File: src/hdl/hea_pkg.sv
`default_nettype none
package hea_pkg;

  localparam int COUNT_WIDTH = 32;
  localparam int FRAC_BITS   = 16;
  localparam int DATA_W      = 64;
  localparam int EXP_W       = 6;
  localparam int LOG_W       = EXP_W + FRAC_BITS;
  localparam int OUT_W       = 24;
  localparam int NORM_STEPS  = 6;
  localparam int STEP_W      = $clog2(FRAC_BITS);
  localparam int NSTEP_W     = $clog2(NORM_STEPS);
  localparam int DIV_W       = $clog2(DATA_W);

  localparam logic [DATA_W-1:0] COUNT_MASK = (64'd1 << COUNT_WIDTH) - 64'd1;
  localparam logic [DATA_W-1:0] SAT_MAX    = '1;
  localparam logic [OUT_W-1:0]  OUT_MAX    = '1;

  // Register indexes of the configuration port.
  localparam logic [1:0] REG_BOUND_MODE = 2'd0;
  localparam logic [1:0] REG_TOTAL      = 2'd1;
  localparam logic [1:0] REG_COUNTED    = 2'd2;

  typedef struct packed {
    logic              start;
    logic [DATA_W-1:0] value;
  } term_req_t;

  typedef struct packed {
    logic              done;
    logic              sat;
    logic [DATA_W-1:0] term;
  } term_rsp_t;

endpackage
`default_nettype wire

File: src/hdl/hea_mul.sv
`default_nettype none
module hea_mul (
  input  wire logic [31:0] a,
  input  wire logic [31:0] b,
  output logic      [63:0] p
);
  // Shared 32x32 unsigned multiplier; callers register the product.
  assign p = 64'(a) * 64'(b);
endmodule
`default_nettype wire

File: src/hdl/hea_term_unit.sv
`default_nettype none
module hea_term_unit (
  input  wire logic                clk,
  input  wire logic                rst,
  input  wire hea_pkg::term_req_t  req,
  output hea_pkg::term_rsp_t       rsp
);
  import hea_pkg::*;

  typedef enum logic [4:0] {
    T_IDLE = 5'b00001,
    T_NORM = 5'b00010,
    T_SQR  = 5'b00100,
    T_MLO  = 5'b01000,
    T_MHI  = 5'b10000
  } tstate_t;

  tstate_t            state;
  logic [DATA_W-1:0]  value;
  logic [DATA_W-1:0]  norm;
  logic [EXP_W-1:0]   expo;
  logic [FRAC_BITS-1:0] frac;
  logic [31:0]        x;
  logic [STEP_W-1:0]  sstep;
  logic [NSTEP_W-1:0] nstep;
  logic [63:0]        prod_lo;
  logic [31:0]        mul_a, mul_b;
  logic [63:0]        mul_p;
  logic [LOG_W-1:0]   log_val;
  logic [6:0]         shamt;
  logic [32:0]        sq;
  logic [64:0]        total;
  logic               hi_ovf;

  assign log_val = {expo, frac};
  assign shamt   = 7'd32 >> nstep;
  assign sq      = mul_p[63:31];
  assign hi_ovf  = mul_p[63:32] != 32'd0;
  assign total   = {1'b0, prod_lo} + {1'b0, mul_p[31:0], 32'd0};

  always_comb begin
    unique case (state)
      T_SQR: begin
        mul_a = x;
        mul_b = x;
      end
      T_MLO: begin
        mul_a = value[31:0];
        mul_b = 32'(log_val);
      end
      T_MHI: begin
        mul_a = value[63:32];
        mul_b = 32'(log_val);
      end
      default: begin
        mul_a = x;
        mul_b = x;
      end
    endcase
  end

  hea_mul u_mul (
    .a (mul_a),
    .b (mul_b),
    .p (mul_p)
  );

  always_ff @(posedge clk) begin
    rsp.done <= 1'b0;
    if (rst) begin
      state <= T_IDLE;
    end else begin
      unique case (state)
        T_IDLE: begin
          if (req.start) begin
            value <= req.value;
            norm  <= req.value;
            expo  <= '1;
            nstep <= '0;
            if (req.value < 64'd2) begin
              rsp.done <= 1'b1;
              rsp.sat  <= 1'b0;
              rsp.term <= '0;
            end else begin
              state <= T_NORM;
            end
          end
        end
        T_NORM: begin
          // Binary search for the top set bit, halving the shift each step.
          if ((norm >> (7'd64 - shamt)) == 64'd0) begin
            norm <= norm << shamt;
            expo <= expo - EXP_W'(shamt);
          end
          nstep <= nstep + 1'b1;
          if (nstep == NSTEP_W'(NORM_STEPS - 1)) begin
            state <= T_SQR;
            sstep <= '0;
          end
        end
        T_SQR: begin
          if (sstep == '0) begin
            // First pass squares the normalized mantissa taken from norm.
          end
          frac  <= {frac[FRAC_BITS-2:0], sq[32]};
          x     <= sq[32] ? sq[32:1] : sq[31:0];
          sstep <= sstep + 1'b1;
          if (sstep == STEP_W'(FRAC_BITS - 1)) begin
            state <= T_MLO;
          end
        end
        T_MLO: begin
          prod_lo <= mul_p;
          state   <= T_MHI;
        end
        T_MHI: begin
          rsp.done <= 1'b1;
          rsp.sat  <= hi_ovf | total[64];
          rsp.term <= (hi_ovf | total[64]) ? SAT_MAX : total[63:0];
          state    <= T_IDLE;
        end
        default: state <= T_IDLE;
      endcase
      if (state == T_NORM && nstep == NSTEP_W'(NORM_STEPS - 1)) begin
        // Mantissa as Q1.31 comes from the top half after normalizing.
        if ((norm >> (7'd64 - shamt)) == 64'd0) begin
          x <= 32'((norm << shamt) >> 32);
        end else begin
          x <= norm[63:32];
        end
      end
    end
  end

endmodule
`default_nettype wire

File: config.mk
export PLATFORM = sky130hd
export DESIGN_NAME = hea_term_unit
export DESIGN_NICKNAME = d
export VERILOG_FILES = /design/src/hdl/hea_pkg.sv /design/src/hdl/hea_mul.sv /design/src/hdl/hea_term_unit.sv
export SDC_FILE = /design/constraint.sdc
export NUM_CORES = 2
export LEC_CHECK = 0
export BUFFER_PORTS_ARGS = -buffer_cell sky130_fd_sc_hd__buf_2
export CAP_MARGIN = 20
export CORE_MARGIN = 2
export CORE_UTILIZATION = 65
export CTS_CLUSTER_SIZE = 8
export DETAILED_ROUTE_END_ITERATION = 10
export PLACE_DENSITY = 0.82
export SYNTH_ARGS = -nofsm -noshare
export SYNTH_HDL_FRONTEND = slang
export SYNTH_HIERARCHICAL = 1
export SYNTH_SLANG_ARGS = --single-unit
File: constraint.sdc
create_clock -name clk -period 15.1 [get_ports clk]
set_clock_uncertainty 0.15 [all_clocks]
set_input_delay 0.755 -clock clk [delete_from_list [all_inputs] [get_ports clk]]
set_output_delay 0.755 -clock clk [all_outputs]
set_load 0.02 [all_outputs]
==> results_dict.tcl <==
set metrics [dict create \
    final-hold-violation-count 0 \
    cts_buffers 46 \
    max_stage_delay_ns 0.87 \
    clk_transition_reported_paths_ns 0.05 \
    status "finished, final reports clean" \
    reg2reg_from "state[1]" \
    final_cells 6605 \
    critPathRequiredTime_ns 15.22 \
    fin_setup_tns_ns 0 \
    met1_length_mm 57.8 \
    antenna_found_initial 12 \
    tightest_slew_ns 1.20 \
    synth-seq-area-share 0.180 \
    fp.dieArea_um2 84800 \
    max-slew-margin-rel 0.194 \
    crit_path_frequent_cell "fa_1" \
    portBuffers 132 \
    cts_sinks 324 \
    start_util 0.655 \
    hpwl_mm 119 \
    hold_path_startpoint "req[38]" \
    route.vias.total 41675 \
    cts-root-buf "clkbuf_16" \
    dr_wl_met3_mm 18.3 \
    wl_met2_mm 72.6 \
    crit_fanout 32 \
    first_pass_iters 6 \
    yosysMostFrequentCell "inv_1" \
    drive_gt1_frac 0.0686 \
    ant_nets 0 \
    grt_max_degree 72 \
    syn-num-nets 6865 \
    maxUsedRoutingLayer "met5" \
    finalSetupViolations 0 \
    cts_hold_buf 0 \
    crit_type "reg -> reg" \
    cts_setup_buffers 0 \
    synthCells 5594 \
    grt_pass1_wl_mm 247 \
    pre_cts_ws_ns 2.59 \
    ys_warn_count 6 \
    clock.fmax_mhz 78.3 \
    final_period_minus_worst_setup_slack_ns 12.77 \
    drv_cap 0 \
    netlist-cell-type-count 93 \
    path_delay_family "simple AND/OR/NAND/NOR gates" \
    vias_per_cell 6.31 \
    cts_tree "yes" \
    yosysTopAreaCellShare 0.335 \
    grtUsageTotal 0.378 \
    ctsResizeCount 0 \
    clock_path_buffers 3 \
    syn2layout_area_growth_pct 4.87 \
    cp.buffers_inverters 2 \
    worstHoldPathCells 1 \
    num-fill-cells 6146 \
    final_nets 6783 \
    reg2reg_slack_ns 2.33 \
    crit_path_start_kind "flip-flop" \
    dp_cells 6532 \
    yosys-top-cells-area "fa_1 33%, edfxtp_1 18%, ha_1 7.2%, and2_1 7.1%, inv_1 6.4%" \
    htreeDepth 2 \
    globalplace.congestion 1.03 \
    worstReg2RegEnd "rsp[40]" \
    syn_area_per_cell_um2 9.58 \
    wl_per_cell_um 23.7 \
    detail_route.drc_violations 0 \
    fin_util 0.687 \
    reg2reg_depth 32 \
    arrival_ns 12.89 \
    async_flop_share 0 \
    ys_ff_latch 324 \
    drt_iter0_markers 4798 \
    grt_setup_unrepaired "false" \
    syn_area_um2 53600 \
    hold_path.class "in -> reg" \
    ios 133 \
    fin_ws_ns 2.33 \
    holdPathEnd "value[38]" \
    grt_overflow 0 \
    slowest_stage "nand2_1" \
    routed_wl_mm 157 \
    synth_edf_count 318 \
    synth_commonest_cells "907 x inv_1, 897 x fa_1, 759 x nand2_1" \
    clock_latency_ns 0.58 \
    die_h_um 291 \
    min_period_over_period 0.846 \
    synth.largest_area_cell "fa_1" \
    core_um2 81800 \
    end_kind "flip-flop" \
    die_w_um 291 \
    synth_ff_type "edfxtp_1" \
    grt_pass1_vias 43867 \
    maxSlewViolCount 0 \
    rows 105 \
]
-- layout by cell type (no fill, tap or decap), types with 41 or more instances in the layout --
cell type  instances
a211oi_1          72
edfxtp_1         318
clkbuf_16         46
nand3_1           43
o21a_1            51
xor2_1            44
nand2_1          754
inv_1            906
a21o_1            42
fa_1             897
and2_1           608
xnor2_1           55
ha_1             306
buf_4             94
buf_2            132
mux2i_1          206
o21ai_0           82
nor3_1            41
a21oi_1          235
nor2_1            95
-- worst register-to-register path: cells and delay by family, from the launching register on --
family	cells	cell delay (ns)
and+or+nand+nor	13	5.12
adders and majority gates	9	4.40
AOI/OAI and AO/OA	7	2.16
DFF	1	0.33
xor gates and xnor gates	1	0.21
buffers and inverters	2	0.11
-- per-layer routing --
| metal | track usage | vias up |
|---|---|---|
| li1 | - | 17740 |
| met1 | 0.501 | 20958 |
| met2 | 0.594 | 2492 |
| met3 | 0.0918 | 479 |
| met4 | 0.168 | 6 |
| met5 | 0 | - |
-- layout make-up --
| cell class | count | area (um2) | area share |
|---|---|---|---|
| clock buffers | 60 | 1200 | 0.0214 |
| inverters | 911 | 3420 | 0.0608 |
| clock inverters | 4 | 75.1 | 0.00134 |
| flip-flops and latches | 324 | 9670 | 0.172 |
| well taps | 1070 | 1340 | 0.0238 |
| diodes | 7 | 17.5 | 0.000312 |
| repair buffers | 228 | 1400 | 0.0249 |
| multi-input cells | 4001 | 39100 | 0.695 |
-- state kept, by name (all words and copies together) (netlist names) --
signal / count
value: 64
sstep: 4
nstep: 3
state: 5
expo: 6
frac: 16
rsp: 66
x: 32
prod_lo: 64
norm: 64
-- worst max path at each step --
stage / cells after the start / startpoint / slack, ns / end
after global placement: 32 / state[1] / 2.82 / rsp[37]
after global routing: 32 / state[4] / 1.75 / rsp[40]
after CTS: 32 / state[4] / 2.52 / rsp[40]
after detailed placement: 32 / state[1] / 2.59 / rsp[40]
final: 32 / state[1] / 2.33 / rsp[40]
after floorplan: 37 / state[1] / 4.56 / rsp[34]
-- per-stage QoR --
stage	instance area, um2	hold slack (ns)
4_1_cts	56200	0.230
3_3_place_gp	54900	0.283
6_report	56200	0.244
5_1_grt	56200	0.231
3_5_place_dp	54900	0.290
2_1_floorplan	53600	0.276
-- kinds of logic after synthesis --
group	after synthesis	synth area share
AND/OR/NAND/NOR	1751	0.163
buffers and inverters	1269	0.0923
adder cells (fa/ha/maj)	1205	0.407
AO/OA/AOI/OAI	697	0.0863
flip-flops	324	0.180
multiplexers	246	0.0537
XOR/XNOR	102	0.0172
Power is not shown: default switching activity piles up to over one toggle a cycle in this logic, so the estimate is an artifact.
